**src/sv/lswc_pkg.sv**
```systemverilog
package lswc_pkg;

    localparam int CW = 16;

    localparam logic [3:0] CODE_BOTTOM = 4'h8;
    localparam logic [3:0] CODE_TOP    = 4'h4;
    localparam logic [3:0] CODE_RIGHT  = 4'h2;
    localparam logic [3:0] CODE_LEFT   = 4'h1;

    localparam int MAX_CLIP_STEPS = 8;

    localparam logic [1:0] REG_LEFT   = 2'd0;
    localparam logic [1:0] REG_TOP    = 2'd1;
    localparam logic [1:0] REG_WIDTH  = 2'd2;
    localparam logic [1:0] REG_HEIGHT = 2'd3;

    typedef struct packed {
        logic signed [CW-1:0] start_x_in;
        logic signed [CW-1:0] start_y_in;
        logic signed [CW-1:0] end_x_in;
        logic signed [CW-1:0] end_y_in;
    } t_seg_in;

    typedef struct packed {
        logic signed [CW-1:0] start_x_out;
        logic signed [CW-1:0] start_y_out;
        logic signed [CW-1:0] end_x_out;
        logic signed [CW-1:0] end_y_out;
        logic                 visible;
    } t_seg_out;

    // Window edges widened by one bit so right and bottom never wrap.
    typedef struct packed {
        logic signed [CW:0] left;
        logic signed [CW:0] top;
        logic signed [CW:0] right;
        logic signed [CW:0] bottom;
    } t_window;

    // Classified item handed from the front end to the clip engine.
    typedef struct packed {
        t_seg_in    seg;
        logic [3:0] code1;
        logic [3:0] code2;
    } t_job;

    function automatic logic [3:0] outcode(input logic signed [CW:0] x,
                                           input logic signed [CW:0] y,
                                           input t_window w);
        logic [3:0] c;
        c = 4'h0;
        if (y > w.bottom) begin
            c = c | CODE_BOTTOM;
        end else if (y < w.top) begin
            c = c | CODE_TOP;
        end
        if (x > w.right) begin
            c = c | CODE_RIGHT;
        end else if (x < w.left) begin
            c = c | CODE_LEFT;
        end
        return c;
    endfunction

endpackage

```
**src/sv/lswc_front.sv**
```systemverilog
module lswc_front (
    input  logic             i_clk,
    input  logic             i_rst_n,
    input  logic             i_start,
    input  lswc_pkg::t_seg_in i_seg,
    input  lswc_pkg::t_window i_win,
    output logic             o_full,
    output logic             o_job_valid,
    output lswc_pkg::t_job   o_job,
    input  logic             i_job_take
);

    // Two-entry queue of classified segments.
    lswc_pkg::t_job r_q [2];
    logic [1:0] r_cnt;
    logic       r_rd;
    logic       r_wr;
    logic       push;
    lswc_pkg::t_job job;

    always_comb begin
        job.seg   = i_seg;
        job.code1 = lswc_pkg::outcode({i_seg.start_x_in[lswc_pkg::CW-1], i_seg.start_x_in},
                                      {i_seg.start_y_in[lswc_pkg::CW-1], i_seg.start_y_in},
                                      i_win);
        job.code2 = lswc_pkg::outcode({i_seg.end_x_in[lswc_pkg::CW-1], i_seg.end_x_in},
                                      {i_seg.end_y_in[lswc_pkg::CW-1], i_seg.end_y_in},
                                      i_win);
    end

    assign o_full      = (r_cnt == 2'd2);
    assign push        = i_start && !o_full;
    assign o_job_valid = (r_cnt != 2'd0);
    assign o_job       = r_q[r_rd];

    always_ff @(posedge i_clk) begin
        if (push) begin
            r_q[r_wr] <= job;
        end
        if (!i_rst_n) begin
            r_cnt <= 2'd0;
            r_rd  <= 1'b0;
            r_wr  <= 1'b0;
        end else begin
            if (push) begin
                r_wr <= ~r_wr;
            end
            if (i_job_take && o_job_valid) begin
                r_rd <= ~r_rd;
            end
            r_cnt <= r_cnt + {1'b0, push} - {1'b0, i_job_take && o_job_valid};
        end
    end

    property p_take_needs_entry;
        @(posedge i_clk) disable iff (!i_rst_n) i_job_take |-> r_cnt != 2'd0;
    endproperty
    a_take_needs_entry: assert property (p_take_needs_entry)
        else $error("queue read while empty");

    property p_cnt_bounded;
        @(posedge i_clk) disable iff (!i_rst_n) r_cnt <= 2'd2;
    endproperty
    a_cnt_bounded: assert property (p_cnt_bounded)
        else $error("queue count out of range");

    property p_full_has_entries;
        @(posedge i_clk) disable iff (!i_rst_n) o_full |-> o_job_valid;
    endproperty
    a_full_has_entries: assert property (p_full_has_entries)
        else $error("queue full but nothing valid");

endmodule

```
**src/sv/lswc_div.sv**
```systemverilog
module lswc_div #(
    parameter int NW = 34,
    parameter int DW = 17
) (
    input  logic          i_clk,
    input  logic          i_rst_n,
    input  logic          i_go,
    input  logic [NW-1:0] i_num,
    input  logic [DW-1:0] i_den,
    output logic          o_done,
    output logic [NW-1:0] o_quo
);

    // Restoring divider, one quotient bit per cycle.
    localparam int CNTW = $clog2(NW + 1);

    logic [NW-1:0]   r_q;
    logic [DW:0]     r_rem;
    logic [DW-1:0]   r_den;
    logic [CNTW-1:0] r_cnt;
    logic            r_busy;
    logic [DW:0]     shifted;
    logic [DW:0]     diff;

    assign shifted = {r_rem[DW-1:0], r_q[NW-1]};
    assign diff    = shifted - {1'b0, r_den};
    assign o_quo   = r_q;

    always_ff @(posedge i_clk) begin
        if (!i_rst_n) begin
            r_busy <= 1'b0;
            o_done <= 1'b0;
            r_cnt  <= '0;
        end else begin
            o_done <= 1'b0;
            if (i_go) begin
                r_busy <= 1'b1;
                r_q    <= i_num;
                r_rem  <= '0;
                r_den  <= i_den;
                r_cnt  <= CNTW'(NW);
            end else if (r_busy) begin
                if (!diff[DW]) begin
                    r_rem <= diff;
                    r_q   <= {r_q[NW-2:0], 1'b1};
                end else begin
                    r_rem <= shifted;
                    r_q   <= {r_q[NW-2:0], 1'b0};
                end
                r_cnt <= r_cnt - 1'b1;
                if (r_cnt == CNTW'(1)) begin
                    r_busy <= 1'b0;
                    o_done <= 1'b1;
                end
            end
        end
    end

endmodule

```
**src/sv/lswc_engine.sv**
```systemverilog
module lswc_engine (
    input  logic              i_clk,
    input  logic              i_rst_n,
    input  logic              i_job_valid,
    input  lswc_pkg::t_job    i_job,
    input  lswc_pkg::t_window i_win,
    output logic              o_job_take,
    output logic              o_idle,
    output logic              o_valid,
    output lswc_pkg::t_seg_out o_res
);

    localparam int CW = lswc_pkg::CW;

    localparam logic [2:0] ST_IDLE = 3'd0;
    localparam logic [2:0] ST_TEST = 3'd1;
    localparam logic [2:0] ST_MUL  = 3'd2;
    localparam logic [2:0] ST_DIV  = 3'd3;
    localparam logic [2:0] ST_WAIT = 3'd4;
    localparam logic [2:0] ST_UPD  = 3'd5;

    logic [2:0] r_st;
    logic signed [CW:0] r_x1, r_y1, r_x2, r_y2;
    logic [3:0] r_c1, r_c2;
    logic [3:0] r_steps;
    logic       r_horiz;  // crossing with top or bottom edge
    logic signed [CW+1:0] r_num, r_mul, r_den;
    logic signed [CW:0] r_edge;
    logic [2*CW+3:0] r_prod;
    logic       r_neg;
    logic       r_div_go;
    logic       div_done;
    logic [2*CW+3:0] div_quo;
    logic [3:0] c;
    logic signed [CW+1:0] sdiff_n, sdiff_m, sdiff_d;
    logic [CW+1:0] ad;
    logic signed [2*CW+4:0] sq;
    logic signed [CW:0] nx, ny, offs;

    assign o_idle     = (r_st == ST_IDLE) && !i_job_valid;
    assign o_job_take = (r_st == ST_IDLE) && i_job_valid;
    assign c          = (r_c1 != 4'h0) ? r_c1 : r_c2;

    always_comb begin
        if ((c & (lswc_pkg::CODE_BOTTOM | lswc_pkg::CODE_TOP)) != 4'h0) begin
            sdiff_n = {r_edge[CW], r_edge} - {r_y1[CW], r_y1};
            sdiff_m = {r_x2[CW], r_x2} - {r_x1[CW], r_x1};
            sdiff_d = {r_y2[CW], r_y2} - {r_y1[CW], r_y1};
        end else begin
            sdiff_n = {r_edge[CW], r_edge} - {r_x1[CW], r_x1};
            sdiff_m = {r_y2[CW], r_y2} - {r_y1[CW], r_y1};
            sdiff_d = {r_x2[CW], r_x2} - {r_x1[CW], r_x1};
        end
    end

    assign ad = r_den[CW+1] ? (CW+2)'(0) - r_den : r_den;

    lswc_div #(.NW(2*CW+4), .DW(CW+2)) u_div (
        .i_clk  (i_clk),
        .i_rst_n(i_rst_n),
        .i_go   (r_div_go),
        .i_num  (r_prod),
        .i_den  (ad),
        .o_done (div_done),
        .o_quo  (div_quo)
    );

    assign sq    = r_neg ? -$signed({1'b0, div_quo}) : $signed({1'b0, div_quo});
    assign offs  = (ad == '0) ? '0 : sq[CW:0];
    assign nx    = r_horiz ? r_x1 + offs : r_edge;
    assign ny    = r_horiz ? r_edge : r_y1 + offs;

    always_ff @(posedge i_clk) begin
        if (!i_rst_n) begin
            r_st     <= ST_IDLE;
            o_valid  <= 1'b0;
            r_div_go <= 1'b0;
        end else begin
            o_valid  <= 1'b0;
            r_div_go <= 1'b0;
            unique case (r_st)
                ST_IDLE: begin
                    if (i_job_valid) begin
                        r_x1 <= {i_job.seg.start_x_in[CW-1], i_job.seg.start_x_in};
                        r_y1 <= {i_job.seg.start_y_in[CW-1], i_job.seg.start_y_in};
                        r_x2 <= {i_job.seg.end_x_in[CW-1], i_job.seg.end_x_in};
                        r_y2 <= {i_job.seg.end_y_in[CW-1], i_job.seg.end_y_in};
                        r_c1 <= i_job.code1;
                        r_c2 <= i_job.code2;
                        r_steps <= 4'd0;
                        r_st <= ST_TEST;
                    end
                end
                ST_TEST: begin
                    if ((r_c1 | r_c2) == 4'h0 || (r_c1 & r_c2) != 4'h0
                        || r_steps == 4'(lswc_pkg::MAX_CLIP_STEPS)) begin
                        o_valid <= 1'b1;
                        o_res.start_x_out <= r_x1[CW-1:0];
                        o_res.start_y_out <= r_y1[CW-1:0];
                        o_res.end_x_out   <= r_x2[CW-1:0];
                        o_res.end_y_out   <= r_y2[CW-1:0];
                        o_res.visible     <= ((r_c1 | r_c2) == 4'h0);
                        r_st <= ST_IDLE;
                    end else begin
                        r_steps <= r_steps + 4'd1;
                        r_horiz <= (c & (lswc_pkg::CODE_BOTTOM | lswc_pkg::CODE_TOP)) != 4'h0;
                        if ((c & lswc_pkg::CODE_BOTTOM) != 4'h0) begin
                            r_edge <= i_win.bottom;
                        end else if ((c & lswc_pkg::CODE_TOP) != 4'h0) begin
                            r_edge <= i_win.top;
                        end else if ((c & lswc_pkg::CODE_RIGHT) != 4'h0) begin
                            r_edge <= i_win.right;
                        end else begin
                            r_edge <= i_win.left;
                        end
                        r_st <= ST_MUL;
                    end
                end
                ST_MUL: begin
                    r_num <= sdiff_n;
                    r_mul <= sdiff_m;
                    r_den <= sdiff_d;
                    r_st  <= ST_DIV;
                end
                ST_DIV: begin
                    r_neg <= (r_num[CW+1] ^ r_mul[CW+1]) ^ r_den[CW+1];
                    r_prod <= (2*CW+4)'((r_num[CW+1] ? -r_num : r_num))
                            * (2*CW+4)'((r_mul[CW+1] ? -r_mul : r_mul));
                    r_div_go <= 1'b1;
                    r_st <= ST_WAIT;
                end
                ST_WAIT: begin
                    if (div_done) begin
                        r_st <= ST_UPD;
                    end
                end
                ST_UPD: begin
                    if (r_c1 != 4'h0) begin
                        r_x1 <= nx;
                        r_y1 <= ny;
                        r_c1 <= lswc_pkg::outcode(nx, ny, i_win);
                    end else begin
                        r_x2 <= nx;
                        r_y2 <= ny;
                        r_c2 <= lswc_pkg::outcode(nx, ny, i_win);
                    end
                    r_st <= ST_TEST;
                end
                default: r_st <= ST_IDLE;
            endcase
        end
    end

    property p_div_only_when_waiting;
        @(posedge i_clk) disable iff (!i_rst_n) div_done |-> r_st == ST_WAIT;
    endproperty
    a_div_only_when_waiting: assert property (p_div_only_when_waiting)
        else $error("divider finished outside wait");

    property p_result_returns_idle;
        @(posedge i_clk) disable iff (!i_rst_n) o_valid |-> r_st == ST_IDLE;
    endproperty
    a_result_returns_idle: assert property (p_result_returns_idle)
        else $error("result without return to idle");

    property p_steps_bounded;
        @(posedge i_clk) disable iff (!i_rst_n)
            r_st == ST_MUL |-> r_steps <= 4'(lswc_pkg::MAX_CLIP_STEPS);
    endproperty
    a_steps_bounded: assert property (p_steps_bounded)
        else $error("too many clip steps");

endmodule

```
**src/sv/line_segment_window_clip.sv**
```systemverilog
// Flow: with the engine idle, a segment that needs no clip step is queued,
// taken by the engine from idle, tested, and its result word registered on the
// ports; each clip step adds the setup, product, wait and update states, the
// wait spent on the bit-serial divider. Throughput: one segment at a time in
// the clip engine, at most 8 clip steps; a two-word queue takes start meanwhile.
// Reset: synchronous, active low; window registers clear to zero.
// Here the receiver cannot stall: each result word shows for one cycle.
module line_segment_window_clip (
    input  logic                i_clk,
    input  logic                i_rst_n,
    input  logic                start,
    output logic                busy,
    input  lswc_pkg::t_seg_in   i_seg,
    output logic                o_done,
    output lswc_pkg::t_seg_out  o_res,
    input  logic                i_cfg_valid,
    output logic                o_cfg_ready,
    input  logic [1:0]          i_cfg_index,
    input  logic [lswc_pkg::CW-1:0] i_cfg_data
);

    // Window registers. The right and bottom edges are precomputed one
    // bit wider so the comparisons never wrap.
    logic signed [lswc_pkg::CW-1:0] r_left, r_top;
    logic [lswc_pkg::CW-2:0]        r_width, r_height;
    lswc_pkg::t_window             win;
    logic                          full;
    logic                          job_valid;
    logic                          job_take;
    logic                          idle;
    lswc_pkg::t_job                job;

    assign o_cfg_ready = 1'b1;
    assign busy        = full;

    assign win.left   = {r_left[lswc_pkg::CW-1], r_left};
    assign win.top    = {r_top[lswc_pkg::CW-1], r_top};
    assign win.right  = {r_left[lswc_pkg::CW-1], r_left} + {2'b00, r_width};
    assign win.bottom = {r_top[lswc_pkg::CW-1], r_top} + {2'b00, r_height};

    always_ff @(posedge i_clk) begin
        if (!i_rst_n) begin
            r_left   <= '0;
            r_top    <= '0;
            r_width  <= '0;
            r_height <= '0;
        end else if (i_cfg_valid) begin
            case (i_cfg_index)
                lswc_pkg::REG_LEFT:   r_left   <= i_cfg_data;
                lswc_pkg::REG_TOP:    r_top    <= i_cfg_data;
                lswc_pkg::REG_WIDTH:  r_width  <= i_cfg_data[lswc_pkg::CW-2:0];
                lswc_pkg::REG_HEIGHT: r_height <= i_cfg_data[lswc_pkg::CW-2:0];
                default: ;
            endcase
        end
    end

    // The front end classifies each word and queues it.
    lswc_front u_front (
        .i_clk      (i_clk),
        .i_rst_n    (i_rst_n),
        .i_start    (start),
        .i_seg      (i_seg),
        .i_win      (win),
        .o_full     (full),
        .o_job_valid(job_valid),
        .o_job      (job),
        .i_job_take (job_take)
    );

    // The engine runs the clip loop with one shared divider.
    lswc_engine u_engine (
        .i_clk      (i_clk),
        .i_rst_n    (i_rst_n),
        .i_job_valid(job_valid),
        .i_job      (job),
        .i_win      (win),
        .o_job_take (job_take),
        .o_idle     (idle),
        .o_valid    (o_done),
        .o_res      (o_res)
    );

    property p_take_needs_job;
        @(posedge i_clk) disable iff (!i_rst_n) job_take |-> job_valid;
    endproperty
    a_take_needs_job: assert property (p_take_needs_job)
        else $error("engine took from empty queue");

    property p_idle_not_busy;
        @(posedge i_clk) disable iff (!i_rst_n) idle |-> !busy;
    endproperty
    a_idle_not_busy: assert property (p_idle_not_busy)
        else $error("busy while idle");

    property p_done_one_cycle;
        @(posedge i_clk) disable iff (!i_rst_n) o_done |=> !o_done;
    endproperty
    a_done_one_cycle: assert property (p_done_one_cycle)
        else $error("result strobe longer than one cycle");

endmodule
```
**config.mk**
```make
export PLATFORM = sky130hd
export DESIGN_NAME = line_segment_window_clip
export DESIGN_NICKNAME = d
export VERILOG_FILES = /design/src/sv/lswc_pkg.sv /design/src/sv/lswc_front.sv /design/src/sv/lswc_div.sv /design/src/sv/lswc_engine.sv /design/src/sv/line_segment_window_clip.sv
export SDC_FILE = /design/constraint.sdc
export NUM_CORES = 2
export LEC_CHECK = 0
export BUFFER_PORTS_ARGS = -buffer_cell sky130_fd_sc_hd__buf_2
export CORE_MARGIN = 4
export CORE_UTILIZATION = 59
export CTS_CLUSTER_DIAMETER = 100
export CTS_CLUSTER_SIZE = 28
export DETAILED_ROUTE_END_ITERATION = 16
export GPL_TIMING_DRIVEN = 0
export PLACE_DENSITY = 0.79
export SLEW_MARGIN = 10
export SYNTH_ARGS = -nofsm -noshare
export SYNTH_HDL_FRONTEND = slang
export SYNTH_SLANG_ARGS = --single-unit
```
**constraint.sdc**
```tcl
create_clock -name i_clk -period 8.3 [get_ports i_clk]
set_clock_uncertainty 0.05 [all_clocks]
set_input_delay 1.245 -clock i_clk [delete_from_list [all_inputs] [get_ports i_clk]]
set_output_delay 1.245 -clock i_clk [all_outputs]
set_load 0.02 [all_outputs]
```
# ---- After elaboration in Yosys (flattened, before gate mapping)
# Memories as Yosys holds them, arrays and structs flattened. A register that Yosys moved wholly into a read port is not among the register bits.
# Cells that the tools add are included.
dict set report totals {
  latchBits 0
  wordCells 194
  romBits 0
  in_bits 86
  output_inout_bits 68
  memories 1
  ramBits 144
  regBits 405
}
dict set report op_classes {
  n_mul 1
  n_reduce_logical 34
  n_bitwise 9
  shifts 0
  add_sub_neg 17
  magnitude_cmp 12
  eq_ne 16
  muxes 68
  n_div 0
}
# memory depth word_bits rd rd_clocked_by_memory_dff write_ports line
set mem_list {}
lappend mem_list {u_front.r_q 2 72 1 1 1 lswc_front.sv:14} ;# lswc_pkg::t_job r_q [2];
# op count
set op_table {}
lappend op_table {{17-bit 2-to-1 mux} 15}
lappend op_table {{36-bit 2-to-1 mux} 4}
lappend op_table {{17-bit one-hot mux with 2 select lines} 4}
lappend op_table {{18-bit 2-to-1 mux} 6}
lappend op_table {{18-bit negation with 36-bit output} 2}
lappend op_table {{17-bit by 17-bit subtractor with 18-bit output} 4}
lappend op_table {{16-bit by 17-bit greater-than comparator with 1-bit output} 4}
lappend op_table {{16-bit less-than comparator} 4}
lappend op_table {{4-bit 2-to-1 mux} 10}
lappend op_table {{36-bit by 36-bit multiplier with 36-bit output} 1}
lappend op_table {{16-bit by 16-bit adder with 17-bit output} 2}
lappend op_table {{17-bit adder} 2}
lappend op_table {{17-bit greater-than comparator} 2}
lappend op_table {{17-bit by 16-bit less-than comparator with 1-bit output} 2}
lappend op_table {{4-bit one-hot mux with 2 select lines} 3}
lappend op_table {{2-bit AND reduction} 10}
lappend op_table {{19-bit by 18-bit subtractor with 19-bit output} 1}
lappend op_table {{18-bit logical NOT} 1}
lappend op_table {{3-bit one-hot mux with 6 select lines} 1}
lappend op_table {{1-bit by 18-bit subtractor with 18-bit output (first input constant)} 1}
lappend op_table {{17-bit negation} 1}
lappend op_table {{3-bit 2-to-1 mux} 5}
lappend op_table {{1-bit 2-to-1 mux} 14}
lappend op_table {{6-bit 2-to-1 mux} 2}
lappend op_table {{other kinds (30)} 56}

# ---- Depth between registers and ports, before layout
dict set report depth {
  ltp_word 13
  depth_mapped 35
}

# ---- By module
# A second synthesis with hierarchy kept.
dict set report unflattened {
  hier_cells 5135
  hier_area_um2 51988.6
}
# mod area_each_um2 cells_each instances
set by_module_without_submodules {}
lappend by_module_without_submodules {lswc_engine 35386.4 3672 1}
lappend by_module_without_submodules {lswc_front 8564.5 657 1}
lappend by_module_without_submodules {lswc_div 4366.7 361 1}
lappend by_module_without_submodules {line_segment_window_clip 3671.0 445 1}

# ---- Worst setup path before layout
# No wires, ideal clock.
dict set report synth_timing {
  kind {register to register}
  startpoint {register u_engine.r_num[0]}
  endpoint {register u_engine.r_prod[32] (data pin)}
  setup_slack_ns -0.527
  stages_incl_launch_ff 35
  period_less_slack_ns 8.827
  arrival_ns 8.516
  setup_time_ns 0.261
  path_buffers 2
  cell_sequence {edfxtp_1 -> clkbuf_1 -> inv_1 -> clkbuf_1 -> ha_1 -> nand2_1 -> o41ai_1 -> o21ai_0 -> xor2_1 -> nand2_1 -> fa_1 -> fa_1 -> inv_1 -> fa_1 -> inv_1 -> fa_1 -> inv_1 -> ha_1 -> inv_1 -> fa_1 -> inv_1 -> fa_1 -> inv_1 -> fa_1 -> inv_1 -> ha_1 -> a21o_1 -> a21o_1 -> a21oi_1 -> o21ai_0 -> a31oi_1 -> o211ai_1 -> a31oi_1 -> nor4b_1 -> a311o_1}
}
dict set report synth_via {
  elab_chain_len 3
}
# element line
set synth_lines {}
lappend synth_lines {{from (decl)} lswc_engine.sv:27} ;# logic signed [CW+1:0] r_num, r_mul, r_den;
lappend synth_lines {{from (signal assigned)} lswc_engine.sv:120} ;# r_num <= sdiff_n;
lappend synth_lines {{18-bit negation with 36-bit output} lswc_engine.sv:127} ;# r_prod <= (2*CW+4)'((r_num[CW+1] ? -r_num : r_num))
lappend synth_lines {{36-bit 2-to-1 mux *} lswc_engine.sv:127}
lappend synth_lines {{36-bit by 36-bit multiplier with 36-bit output *} lswc_engine.sv:128} ;# * (2*CW+4)'((r_mul[CW+1] ? -r_mul : r_mul));
lappend synth_lines {{to (signal assigned)} lswc_engine.sv:127}
lappend synth_lines {{to (decl)} lswc_engine.sv:29} ;# logic [2*CW+3:0] r_prod;
# Mark *: on every way between the ends. The rest lies on a longest branch, timed or not.
# A chain may end at the register's enable or synchronous reset.

# ---- Final worst setup path
dict set report layout_timing {
  startpoint {register u_engine.r_mul[0]}
  endpoint {register u_engine.r_prod[35] (data pin)}
}
dict set report layout_via {
  elab_chain_len 3
}
# element line
set layout_lines {}
lappend layout_lines {{from (decl)} lswc_engine.sv:27}
lappend layout_lines {{from (signal assigned)} lswc_engine.sv:121} ;# r_mul <= sdiff_m;
lappend layout_lines {{18-bit negation with 36-bit output} lswc_engine.sv:128}
lappend layout_lines {{36-bit 2-to-1 mux *} lswc_engine.sv:128}
lappend layout_lines {{36-bit by 36-bit multiplier with 36-bit output *} lswc_engine.sv:128}
# Marked as above.

==> results.tsv <==
stage	metric	value	unit
run_status	status	finished, violations left	
run_status	violations	setup timing	
logic_synthesis	synth_compound_area_frac	0.108	
logic_synthesis	muxShareOfSynthArea	0.0318	
logic_synthesis	yosysTopAreaCell	edfxtp_1	
logic_synthesis	synth_seq_cells	550	
layout	finalNetCount	6622	
sta	post-route-period-util	1.06	
global_routing	grt_start_max_net_pins	53	
layout	nFillCells	6521	
placement	dpl.hpwl	114000	um
logic_synthesis	synth_edf_count	470	
run	drv_cap	0	
hold_path	min_path_type	reg2reg	
floorplanning	die_h	301	um
hold_path	holdPathStages	2	
critical_path	arrival	9.18	ns
floorplanning	rows	107	
critical_path	critPathCaptureType	flop	
critical_path	worstSetupStartpointType	flop	
sta	hold_viol_final	0	
detailed_routing	first_pass_iters	8	
global_routing	antenna_found_initial	3	
detailed_routing	drt-initial-drc-count	3570	
clock_network	clockBufferDepth	3	
logic_synthesis	yosys_warnings	0	
global_routing	grt_use_total	0.314	
placement	dp.cells	6524	
critical_path	cp_slowest_cell	fa_1	
floorplanning	fp.coreArea	0.0853	sq mm
placement	gp_congestion	1.00	
clock_network	cts_buffers	28	
logic_synthesis	syn_inst	4911	
global_routing	grt_pass1_vias	39300	
global_routing	grt_overflow	0	
logic_synthesis	ys_top_cells_by_area	edfxtp_1 28%, fa_1 21%, ha_1 12%, inv_1 5.9%, nand2_1 3.3%	
critical_path	cp_slowest_stage_delay	0.53	ns
sta	layout_setup_ws	-0.523	ns
critical_path	rr_worst_depth	31	
logic_synthesis	synthSimpleGateAreaFrac	0.100	
placement	port_buffers	151	
logic_synthesis	syn_area	0.0508	sq mm
sta	fin_crit	8.82	ns
layout	post-route-util	0.671	
sta	maxSlewViolCount	0	
floorplanning	io_pins	154	
global_routing	grt_pass1_wl	218000	um
critical_path	critPathKind	reg2reg	
sta	clock.fmax	0.113	GHz
sta	worstMarginPinSlew	1.18	ns
logic_synthesis	synth_top_family_by_area	adder cells	
floorplanning	initial_core_util	0.596	
critical_path	crit_path_max_fanout	6	
logic_synthesis	synth_area_per_cell	10.3	sq um
sta	hold_slack	0.426	ns
clock_network	insertion_delay	0.65	ns
clock_network	root_buffer	clkbuf_16	
logic_synthesis	synth_top_area_share	0.278	
layout	stdcell_count	6654	
sta	setup_viol	14	
critical_path	critPathRequiredTime	8.66	ns
detailed_routing	wl	143000	um
logic_synthesis	ys_seq_area_frac	0.309	
detailed_routing	routedWlPerCell	21.5	um
logic_synthesis	yosys.area_share.adder	0.338	
critical_path	crit_top_cell	fa_1	
layout	drive_above_1_share	0.0987	
detailed_routing	dr_total_vias	38500	
clock_network	path_clk_slew	0.11	ns
detailed_routing	antenna_left	0	
sta	slew_headroom	0.205	
detailed_routing	drc_errors	0	
logic_synthesis	synth_xor_xnor_area_share	0.0452	
floorplanning	dieArea	0.0909	sq mm
clock_network	cts_hold_buf	0	
floorplanning	die_w	301	um
clock_network	cts_sinks	550	
clock_network	h-tree-depth	1	
logic_synthesis	yosysUniqueCellTypes	75	
detailed_routing	vias_per_cell	5.79	
logic_synthesis	async_flop_share	0	
layout	syn2layout_area_growth	12.7	%
sta	rsz0062_at_grt	true	
clock_network	cts_tree	built	
logic_synthesis	synth_top_flop_cell	edfxtp_1	
[cells by family (layout without fill, tap and decap cells)]
kind of cell	Yosys count	in the layout
flops	550	550
buf+inv	919	1212
fa+ha+maj	1047	1047
compound gates	830	830
other cells	2	308
mux	155	155
simple gates	1147	1147
xor+xnor	261	261
[synth_stat cells (80+ instances only)]
cell / number
edfxtp_1: 470
a21oi_1: 228
mux2i_1: 102
xor2_1: 91
nor2_1: 386
fa_1: 541
clkbuf_1: 111
nand2_1: 445
xnor2_1: 169
a21o_1: 91
o21ai_0: 127
inv_1: 795
dfxtp_1: 80
ha_1: 506
[worst paths after layout]
path | start | end | slack, ns
setup / recovery | u_engine.r_mul[0]$_DFFE_PP_ | u_engine.r_prod[35]$_DFFE_PP_ | -0.52
hold / removal | r_height[2]$_SDFFE_PN0P_ | r_height[2]$_SDFFE_PN0P_ | 0.43
setup reg to reg | u_engine.r_mul[0]$_DFFE_PP_ | u_engine.r_prod[35]$_DFFE_PP_ | -0.52
hold reg to reg | r_height[2]$_SDFFE_PN0P_ | r_height[2]$_SDFFE_PN0P_ | 0.43
[metal layers]
layer / wire length, um / global-route usage / part of all wire
met1: 54900 / 0.411 / 0.38
met2: 66600 / 0.514 / 0.47
met3: 13000 / 0.0504 / 0.091
met4: 8510 / 0.146 / 0.059
met5: 0 / 0 / 0
[cell type report]
class	instances	area, sq um	area share
Buffer	121	576	0.0101
Tap cell	1144	1430	0.0250
Clock buffer	38	738	0.0129
Antenna cell	1	2.50	0.0000437
Inverter	795	2980	0.0521
Clock inverter	12	218	0.00380
Multi-Input combinational cell	3747	33900	0.592
Sequential cell	550	15700	0.275
Timing Repair Buffer	246	1690	0.0294
[layout by cell type (no fill, tap or decap), types with 17 or more instances in the layout]
cell and count:
nand4_1 30, nor2_1 373, o21a_1 61, a21boi_0 78, mux2i_1 102, a21o_1 91
buf_4 73, fa_1 532, mux2_2 53, o21ai_0 117, conb_1 307, clkbuf_1 97
or3_1 17, nand2b_1 42, inv_1 773, buf_2 159, inv_2 22, nor2b_1 48
nand3_1 29, dfxtp_1 80, xor2_1 75, nor3_1 43, a21oi_1 217, clkbuf_16 28
nand2_1 434, ha_1 484, edfxtp_1 470, o211ai_1 38, o31ai_1 21, a211oi_1 42
and2_1 20, xnor2_1 154
[sequential cells by signal, summed over array words and instances, names as in the netlist, 16 cells and up, named ones only]
| register | cells |
|---|---|
| r_left | 16 |
| r_top | 16 |
| u_engine.o_res | 65 |
| u_engine.r_den | 18 |
| u_engine.r_edge | 17 |
| u_engine.r_mul | 18 |
| u_engine.r_num | 18 |
| u_engine.r_prod | 36 |
| u_engine.r_x1 | 17 |
| u_engine.r_x2 | 17 |
| u_engine.r_y1 | 17 |
| u_engine.r_y2 | 17 |
| u_engine.u_div.o_quo | 36 |
| u_engine.u_div.r_den | 18 |
| u_engine.u_div.r_rem | 18 |
| u_front.r_q | 144 |
[repair_timing]
item | CTS | global route
pin swaps | 52 | 52
buffers inserted | 55 | 30
hold endpoints to repair | 0 | 0
resized for setup | 145 | 94
endpoints found under the setup margin | 22 | 21
[critical path, delay by kind of cell, from the launching register on]
| family | cells | cell delay [ns] |
|---|---|---|
| XOR/XNOR | 2 | 0.32 |
| AND/OR/NAND/NOR | 4 | 1.01 |
| AO/OA/AOI/OAI | 8 | 1.62 |
| adder cells (fa/ha/maj) | 10 | 4.40 |
| buffers and inverters | 7 | 0.65 |
| flip-flops | 1 | 0.52 |
[per-stage QoR]
step                      setup WS (ns)  setup TNS [ns]  area [sq um]
after CTS                        -0.462           -3.84         56700
after global placement            -2.03          -30.15         54300
after global routing             -0.848           -8.47         57200
after detailed placement          -2.18          -33.75         54600
after floorplan                 -0.0177         -0.0279         52100
final                            -0.523           -4.58         57200
Power is not shown: default switching activity piles up to over one toggle a cycle in this logic, so the estimate is an artifact.
